===== config.mk =====
export PLATFORM = sky130hd
export DESIGN_NAME = yuyv_to_rgb_converter_top
export DESIGN_NICKNAME = d
export VERILOG_FILES = /design/src/y2r_pkg.sv /design/src/yuyv_to_rgb_converter_top.sv
export SDC_FILE = /design/constraint.sdc
export NUM_CORES = 1
export LEC_CHECK = 0
export BUFFER_PORTS_ARGS = -buffer_cell sky130_fd_sc_hd__buf_2
export CAP_MARGIN = 10
export CORE_MARGIN = 1.5
export CORE_UTILIZATION = 33
export CTS_CLUSTER_DIAMETER = 150
export DETAILED_ROUTE_END_ITERATION = 12
export SYNTH_ARGS = -nofsm -noshare
export SYNTH_HDL_FRONTEND = slang
export SYNTH_SLANG_ARGS = --single-unit

===== constraint.sdc =====
create_clock -name i_clk -period 5.83 [get_ports i_clk]
set_input_delay 1.166 -clock i_clk [delete_from_list [all_inputs] [get_ports i_clk]]
set_output_delay 1.166 -clock i_clk [all_outputs]
set_load 0.03 [all_outputs]

===== src/y2r_pkg.sv =====
// ----------------------------------------------------------------------------
// y2r_pkg
// Types and fixed constants of the YUYV to RGB888 converter.
// ----------------------------------------------------------------------------
`default_nettype none

package y2r_pkg;

    localparam int BYTE_W    = 8;
    localparam int SUM_W     = 27;   // signed Q10.16, holds every channel sum
    localparam int FRAC_BITS = 16;
    localparam int WHOLE_W   = SUM_W - 1 - FRAC_BITS;
    localparam int IN_DATA_W  = 4 * BYTE_W;
    localparam int OUT_DATA_W = 6 * BYTE_W;

    typedef logic        [BYTE_W-1:0] t_chan;
    typedef logic signed [SUM_W-1:0]  t_sum;

    // Unsigned Q2.16 coefficients
    localparam t_sum K_RED_V   = 27'sd89831;
    localparam t_sum K_GREEN_V = 27'sd45744;
    localparam t_sum K_GREEN_U = 27'sd22127;
    localparam t_sum K_BLUE_U  = 27'sd113538;

    localparam logic [BYTE_W:0] CHROMA_OFFSET = 9'd128;
    localparam logic [WHOLE_W-1:0] CHANNEL_MAX = WHOLE_W'(255);
    localparam logic [15:0] SCALE_MUL   = 16'd220;
    localparam int          SCALE_SHIFT = 8;
    localparam t_chan       OUT_MAX     = 8'd219;

endpackage

`default_nettype wire


===== src/yuyv_to_rgb_converter_top.sv =====
// ----------------------------------------------------------------------------
// yuyv_to_rgb_converter_top
// Three-stage pipelined YUYV 4:2:2 to RGB888 converter with 220/256 scaling.
// ----------------------------------------------------------------------------
// Usage:
//   Slave stream: one word per YUYV group, tdata = {V, Y1, U, Y0} (Y0 in the
//   low byte), tlast marks the last group of a frame.
//   Master stream: one word per group carrying two RGB pixels, tdata =
//   {B1, G1, R1, B0, G0, R0} (R0 in the low byte); tlast is the input tlast.
//   Path: an accepted group loads stage 1, then stage 2, then stage 3,
//   whose valid bit drives o_m_tvalid; the word leaves when tready is high.
//   Throughput: one group per clock while tready is high; the pipeline is
//   three register stages (chroma multiply, channel sums, clamp and scale).
//   Reset (synchronous, active low) empties the pipeline; no data survives.
//   Stall: when the receiver drops tready the last stage holds its word and
//   earlier stages keep filling bubbles; tready to the source falls only when
//   all three stages hold valid words.
// ----------------------------------------------------------------------------
`default_nettype none

module yuyv_to_rgb_converter_top
    import y2r_pkg::*;
(
    input  wire                   i_clk,
    input  wire                   i_rst_n,
    input  wire                   i_s_tvalid,
    output logic                  o_s_tready,
    // fields from bit 0: first_luma[7:0], chroma_blue[7:0],
    //                    second_luma[7:0], chroma_red[7:0]
    input  wire  [IN_DATA_W-1:0]  i_s_tdata,
    input  wire                   i_s_tlast,   // frame_end
    output logic                  o_m_tvalid,
    input  wire                   i_m_tready,
    // fields from bit 0: red_first, green_first, blue_first,
    //                    red_second, green_second, blue_second (8 bits each)
    output logic [OUT_DATA_W-1:0] o_m_tdata,
    output logic                  o_m_tlast    // frame_end_out
);

    // Clamp a Q10.16 sum to 0..255 (truncating) and scale by 220/256.
    function automatic t_chan clamp_scale(input t_sum s);
        logic [WHOLE_W-1:0] whole;
        t_chan              c;
        logic [15:0]        prod;
        whole = s[SUM_W-2:FRAC_BITS];
        if (s[SUM_W-1]) begin
            c = '0;
        end else if (whole > CHANNEL_MAX) begin
            c = CHANNEL_MAX[BYTE_W-1:0];
        end else begin
            c = whole[BYTE_W-1:0];
        end
        prod = {8'h00, c} * SCALE_MUL;
        return t_chan'(prod >> SCALE_SHIFT);
    endfunction

    // Stage valid bits
    logic r_v1;
    logic r_v2;

    // Stage enables: a stage loads when it is empty or its word moves on.
    logic en1, en2, en3;
    assign en3 = !o_m_tvalid || i_m_tready;
    assign en2 = !r_v2 || en3;
    assign en1 = !r_v1 || en2;
    assign o_s_tready = en1;

    // ---------------- Stage 1: chroma offsets and products ----------------
    t_chan               r_y0, r_y1;
    logic                r_last1;
    t_sum                r_p_rv, r_p_gv, r_p_gu, r_p_bu;
    logic signed [BYTE_W:0] n_du, n_dv;

    assign n_du = $signed({1'b0, i_s_tdata[15:8]})  - $signed(CHROMA_OFFSET);
    assign n_dv = $signed({1'b0, i_s_tdata[31:24]}) - $signed(CHROMA_OFFSET);

    always_ff @(posedge i_clk) begin
        if (!i_rst_n) begin
            r_v1 <= 1'b0;
        end else if (en1) begin
            r_v1 <= i_s_tvalid;
        end
    end

    always_ff @(posedge i_clk) begin
        if (en1) begin
            r_y0    <= i_s_tdata[7:0];
            r_y1    <= i_s_tdata[23:16];
            r_last1 <= i_s_tlast;
            r_p_rv  <= K_RED_V   * t_sum'(n_dv);
            r_p_gv  <= K_GREEN_V * t_sum'(n_dv);
            r_p_gu  <= K_GREEN_U * t_sum'(n_du);
            r_p_bu  <= K_BLUE_U  * t_sum'(n_du);
        end
    end

    // ---------------- Stage 2: channel sums for both pixels ----------------
    logic r_last2;
    t_sum r_s [6];
    t_sum n_base0, n_base1;

    assign n_base0 = $signed({3'b000, r_y0, 16'h0000});
    assign n_base1 = $signed({3'b000, r_y1, 16'h0000});

    always_ff @(posedge i_clk) begin
        if (!i_rst_n) begin
            r_v2 <= 1'b0;
        end else if (en2) begin
            r_v2 <= r_v1;
        end
    end

    always_ff @(posedge i_clk) begin
        if (en2) begin
            r_last2 <= r_last1;
            r_s[0]  <= n_base0 + r_p_rv;
            r_s[1]  <= n_base0 - r_p_gv - r_p_gu;
            r_s[2]  <= n_base0 + r_p_bu;
            r_s[3]  <= n_base1 + r_p_rv;
            r_s[4]  <= n_base1 - r_p_gv - r_p_gu;
            r_s[5]  <= n_base1 + r_p_bu;
        end
    end

    // ---------------- Stage 3: clamp, scale, output register ----------------
    logic r_v3;
    logic r_last3;
    logic [OUT_DATA_W-1:0] r_data3;
    logic [OUT_DATA_W-1:0] n_data3;

    always_comb begin
        for (int k = 0; k < 6; k++) begin
            n_data3[k*BYTE_W +: BYTE_W] = clamp_scale(r_s[k]);
        end
    end

    always_ff @(posedge i_clk) begin
        if (!i_rst_n) begin
            r_v3 <= 1'b0;
        end else if (en3) begin
            r_v3 <= r_v2;
        end
    end

    always_ff @(posedge i_clk) begin
        if (en3) begin
            r_last3 <= r_last2;
            r_data3 <= n_data3;
        end
    end

    assign o_m_tvalid = r_v3;
    assign o_m_tdata  = r_data3;
    assign o_m_tlast  = r_last3;

endmodule

`default_nettype wire


# ---- After elaboration in Yosys (flattened, before gate mapping)
# Memory sizes are Yosys's and may differ from the RTL's.
# Cells that the tools add are included.
dict set report word_totals {
  word_cells 60
  n_memories 1
  ram_bits 162
  reg_bits 173
}
dict set report op_classes {
  order_cmp 6
  n_mux 14
  n_addsub 10
  reduce_logical 6
  multipliers 10
}
# name words width rd rd_ports_with_merged_regs wr line_no
set memory_table {}
lappend memory_table {r_s 6 27 6 0 6 yuyv_to_rgb_converter_top.sv:99} ;# t_sum r_s [6];
# cell count
set ops {}
lappend ops {{25-bit by 27-bit adder with 27-bit output} 4}
lappend ops {{8-bit two-way mux} 12}
lappend ops {{8-bit by 6-bit multiplier with 14-bit output, second input constant} 6}
lappend ops {{10-bit by 8-bit > comparator with 1-bit output, second input constant} 6}
lappend ops {{25-bit by 27-bit subtractor with 27-bit output} 2}
lappend ops {{27-bit subtractor} 2}
lappend ops {{18-bit by 9-bit multiplier with 27-bit output, first input constant} 1}
lappend ops {{17-bit by 9-bit multiplier with 26-bit output, first input constant} 1}
lappend ops {{16-bit by 9-bit multiplier with 25-bit output, first input constant} 1}
lappend ops {{13-bit by 9-bit multiplier with 22-bit output, first input constant} 1}
lappend ops {{8-bit by 8-bit subtractor with 9-bit output, second input constant} 2}
lappend ops {{1-bit zero test} 3}
lappend ops {{1-bit logical OR} 3}
lappend ops {{1-bit two-way mux} 2}

# ---- Depth between registers and ports, before layout
dict set report depth {
  depth_word 5
  ltp_mapped 20
}

# ---- Worst setup path after synthesis
# Ideal clock, no wire load.
dict set report synth_path {
  kind {input to register}
  startpoint {input i_s_tdata[31]}
  endpoint {register r_p_rv[26], data pin}
  required_ns 5.556
  slack_ns 0.067
  path_buffers 1
  arrival_time_ns 5.490
  stages 19
  setup_time_ns 0.274
  cell_sequence {clkbuf_1 > inv_2 > ha_1 > inv_1 > ha_1 > inv_1 > fa_1 > inv_1 > fa_1 > inv_1 > fa_1 > inv_1 > ha_1 > and3_1 > a221oi_1 > o21ai_1 > a31o_2 > a2111oi_0 > a211oi_1}
}
dict set report synth_via {
  elab_chain_cells 2
}
# element line_no
set synth_rtl {}
lappend synth_rtl {{start, declared} yuyv_to_rgb_converter_top.sv:30} ;# input wire [IN_DATA_W-1:0] i_s_tdata,
lappend synth_rtl {{8-bit by 8-bit subtractor with 9-bit output} yuyv_to_rgb_converter_top.sv:75} ;# assign n_dv = $signed({1'b0, i_s_tdata[31:24]}) - $signed(CHROMA_OFFSET);
lappend synth_rtl {{18-bit by 9-bit multiplier with 27-bit output} yuyv_to_rgb_converter_top.sv:90} ;# r_p_rv <= K_RED_V * t_sum'(n_dv);
lappend synth_rtl {{end signal, assigned} yuyv_to_rgb_converter_top.sv:90}
lappend synth_rtl {{end, declared} yuyv_to_rgb_converter_top.sv:71} ;# t_sum r_p_rv, r_p_gv, r_p_gu, r_p_bu;
# Every way passes these cells.
# A chain may end at the register's enable or synchronous reset.

# ---- Final worst setup path
dict set report layout_path {
  startpoint {input i_s_tdata[12]}
  endpoint {register r_p_gu[21], data pin}
}
dict set report layout_via {
  elab_chain_cells 2
}
# element line_no
set layout_rtl {}
lappend layout_rtl {{8-bit by 8-bit subtractor with 9-bit output} yuyv_to_rgb_converter_top.sv:74} ;# assign n_du = $signed({1'b0, i_s_tdata[15:8]}) - $signed(CHROMA_OFFSET);
lappend layout_rtl {{16-bit by 9-bit multiplier with 25-bit output} yuyv_to_rgb_converter_top.sv:92} ;# r_p_gu <= K_GREEN_U * t_sum'(n_du);
lappend layout_rtl {{end signal, assigned} yuyv_to_rgb_converter_top.sv:92}
lappend layout_rtl {{end, declared} yuyv_to_rgb_converter_top.sv:71}
# Every way passes these cells.

==> key figures <==
Yosys
  • Async SR Flop Fraction: 0
  • Synth cell types: 71
  • Post-synthesis sequential area ratio: 0.253
  • Synth Cell Area: 24300 um2
  • Synth warn: 0
  • Cells after Synth: roughly 2300
  • Ys flop type: edfxtp_1
  • Yosys reg bits: 205
  • Synthesized net count: 3099
  • Syn_area_per_cell: 10.3 um2
  • Post-synth EDFFs: 202

Worst setup path
  • Req. time, crit path: 6120 ps
  • Worst Path Arrival: 5550 ps
  • CP Class: primary input to register
  • Critical Path Fanout Max: 5
  • Worst setup SP type: primary input
  • Critical path endpoint category: register

Die
  • Initial Util: 0.333
  • Row cnt: 99
  • Vert. Die Dim: 274 um
  • Core area: between 70000 and 80000 um2
  • Die width: 274 um
  • IO Count: between 80 and 90
  • Full die area: 75100 um2

Clocking
  • Root Driver: clkbuf_16
  • Clk Latency, worst-skew pair: about 560 ps
  • Cts bufs inserted: 25
  • Clock Pin Slew Worst Setup and Hold Paths: approximately 60 ps
  • Max Buffers Root-to-Sink: 3
  • Cts repair resizes: 0
  • CTS Hold Bufs: 0
  • Setup Buffers After CTS: 0
  • CTS tree: built
  • H-tree Lvls: 1
  • Sink Count: 205

Timing
  • Max_slew headroom: 0.333
  • Final hold vios: 0
  • Final setup vio count: 0
  • Slew @ Worst Pin: about 1000 ps
  • Fin Clk Skew: 24.6 ps
  • Tcrit/Tclk final: 0.902
  • Final Critical Period: ~5300 ps
  • Final WS setup: approximately 570 ps
  • RSZ-0062 raised after global routing: false
  • Pins Over Slew Limit: 0
  • Sum of negative setup slack: 0 ps
  • Fmax: 0.190 GHz

Drt
  • DR WL/cell: 14.0 um
  • Vias: 15899
  • WL final: 48500 um
  • Drt drc: 0
  • Via/cell ratio: ~4.6
  • Drt pass-1 iters: 6
  • Final ANT Viol Nets: 0
  • 1st-iter DRT viols: 660

Cells and area
  • Commonest non-fill, non-tap cell in the layout: ha_1
  • Most frequent cells in the layout: ha_1, inv_1, fa_1
  • # fillers: 7285
  • Design area: 27100 um2
  • N_diodes: 0
  • Non-filler cells, final: approximately 3500
  • Area Overhead vs Synth: 11.6%
  • Area occupied by multi-input gates: 16300 um2
  • Final #Nets: 3237
  • Sequential cell area: 6130 um2
  • Proportion of layout cells with a drive suffix above 1: 0.0848

Global route
  • Antenna violations before repair: 1
  • First-pass GRT wire length: ~81000 um
  • Vias in the first global route: roughly 16000
  • Remaining global-route overflow: 0
  • All-Layer GR Usage: 0.132
  • Largest net degree at the start of global routing: 77

Run
  • Max Cap Viol: 0

Placement
  • DP Area: 26200 um2
  • Detail Placement HPWL: about 41000 um
  • Routability cong.: 0.888
  • DP Cell Count: 3416
  • Setup WS pre-CTS: -28.0 ps
  • Port bufs: 87

Run status
  • Status: complete, no violations

Hold path
  • Hold Crit Class: register to register
## worst paths after layout
check	to	startpoint	cells after the start	slack (ps)
min	o_m_tlast	r_last2	0	430
max	r_p_gu[21]	i_s_tdata[12]	16	570
min reg2reg	o_m_tlast	r_last2	0	430
max reg2reg	o_m_tdata[31]	r_s[3][26]	16	1050
## registers in the layout, indices dropped and copies added (netlist names), 8 cells and up
name	cells
r_s	66
r_y0	8
r_p_gu	25
r_p_bu	11
r_p_rv	13
r_p_gv	20
r_y1	8
o_m_tdata	48
## critical path, cell delays in order
cell	delay [ps]
buf_2	140
fa_1	490
fa_1	510
inv_1	70
fa_1	540
inv_1	60
fa_1	480
ha_1	300
ha_1	330
a21o_1	170
a21oi_1	270
o21a_1	240
nor3_1	100
nor4_1	370
o31ai_1	150
xor2_1	150
## kinds of logic after synthesis
kind of cell             after synthesis  synth area share
AO/OA/AOI/OAI                        321            0.0898
XOR/XNOR                             142            0.0513
adder cells (fa/ha/maj)              716             0.440
buffers and inverters                504            0.0780
flip-flops                           205             0.253
multiplexers                           2          0.000928
AND/OR/NAND/NOR                      456            0.0873
## per-stage QoR
| step | utilization | hold slack [ps] |
|---|---|---|
| after global placement | 0.359 | 405 |
| after detailed placement | 0.359 | 418 |
| after global routing | 0.372 | 447 |
| after floorplan | - | 400 |
| after CTS | 0.372 | 432 |
| final | 0.372 | 426 |
## per-layer routing
layer  GRT usage  vias to the layer above  part of all wire  wire length [um]
met2       0.225                      184              0.47             22800
li1            -                     8153                 -                 -
met1       0.179                     7511              0.47             23000
met4      0.0325                        2             0.021              1010
met5           0                        -           0.00021                10
met3      0.0144                       49             0.035              1720
## cell usage after synthesis, drive strengths merged, types with 3 or more instances
| cell | count | area (um2) |
|---|---|---|
| a2111oi | 9 | 87.6 |
| a211o | 5 | 43.8 |
| a211oi | 16 | 130 |
| a21boi | 10 | 75.1 |
| a21o | 39 | 293 |
| a21oi | 92 | 460 |
| a221oi | 5 | 43.8 |
| a31o | 5 | 43.8 |
| a31oi | 8 | 65.1 |
| a41o | 5 | 50.1 |
| and2 | 5 | 32.5 |
| and3 | 13 | 81.3 |
| and4 | 3 | 26.3 |
| clkbuf | 19 | 71.3 |
| dfxtp | 3 | 60.1 |
| edfxtp | 202 | 6070 |
| fa | 229 | 4580 |
| ha | 487 | 6090 |
| inv | 485 | 1820 |
| nand2 | 77 | 289 |
| nand2b | 11 | 68.8 |
| nand3 | 32 | 160 |
| nand4 | 13 | 81.3 |
| nor2 | 193 | 724 |
| nor2b | 25 | 156 |
| nor3 | 43 | 215 |
| nor3b | 4 | 30.0 |
| nor4 | 3 | 18.8 |
| o2111ai | 3 | 26.3 |
| o211ai | 10 | 75.1 |
| o21a | 18 | 136 |
| o21ai | 53 | 273 |
| o21bai | 14 | 105 |
| o311ai | 3 | 26.3 |
| o31ai | 6 | 45.0 |
| or2 | 23 | 144 |
| or3 | 4 | 25.0 |
| or4 | 3 | 30.0 |
| xnor2 | 95 | 832 |
| xor2 | 47 | 412 |
## cell type report
cell class                 count  area share
inverter                     485      0.0672
clock inverter                16      0.0105
clock buffer                  28      0.0235
multi-input combinational   1637       0.600
timing repair buffer         130      0.0280
sequential                   205       0.226
tap                          959      0.0443
Power is left out: the tool's default activity adds up to more than one toggle a clock period on the data nets, which glitch-free logic cannot reach.
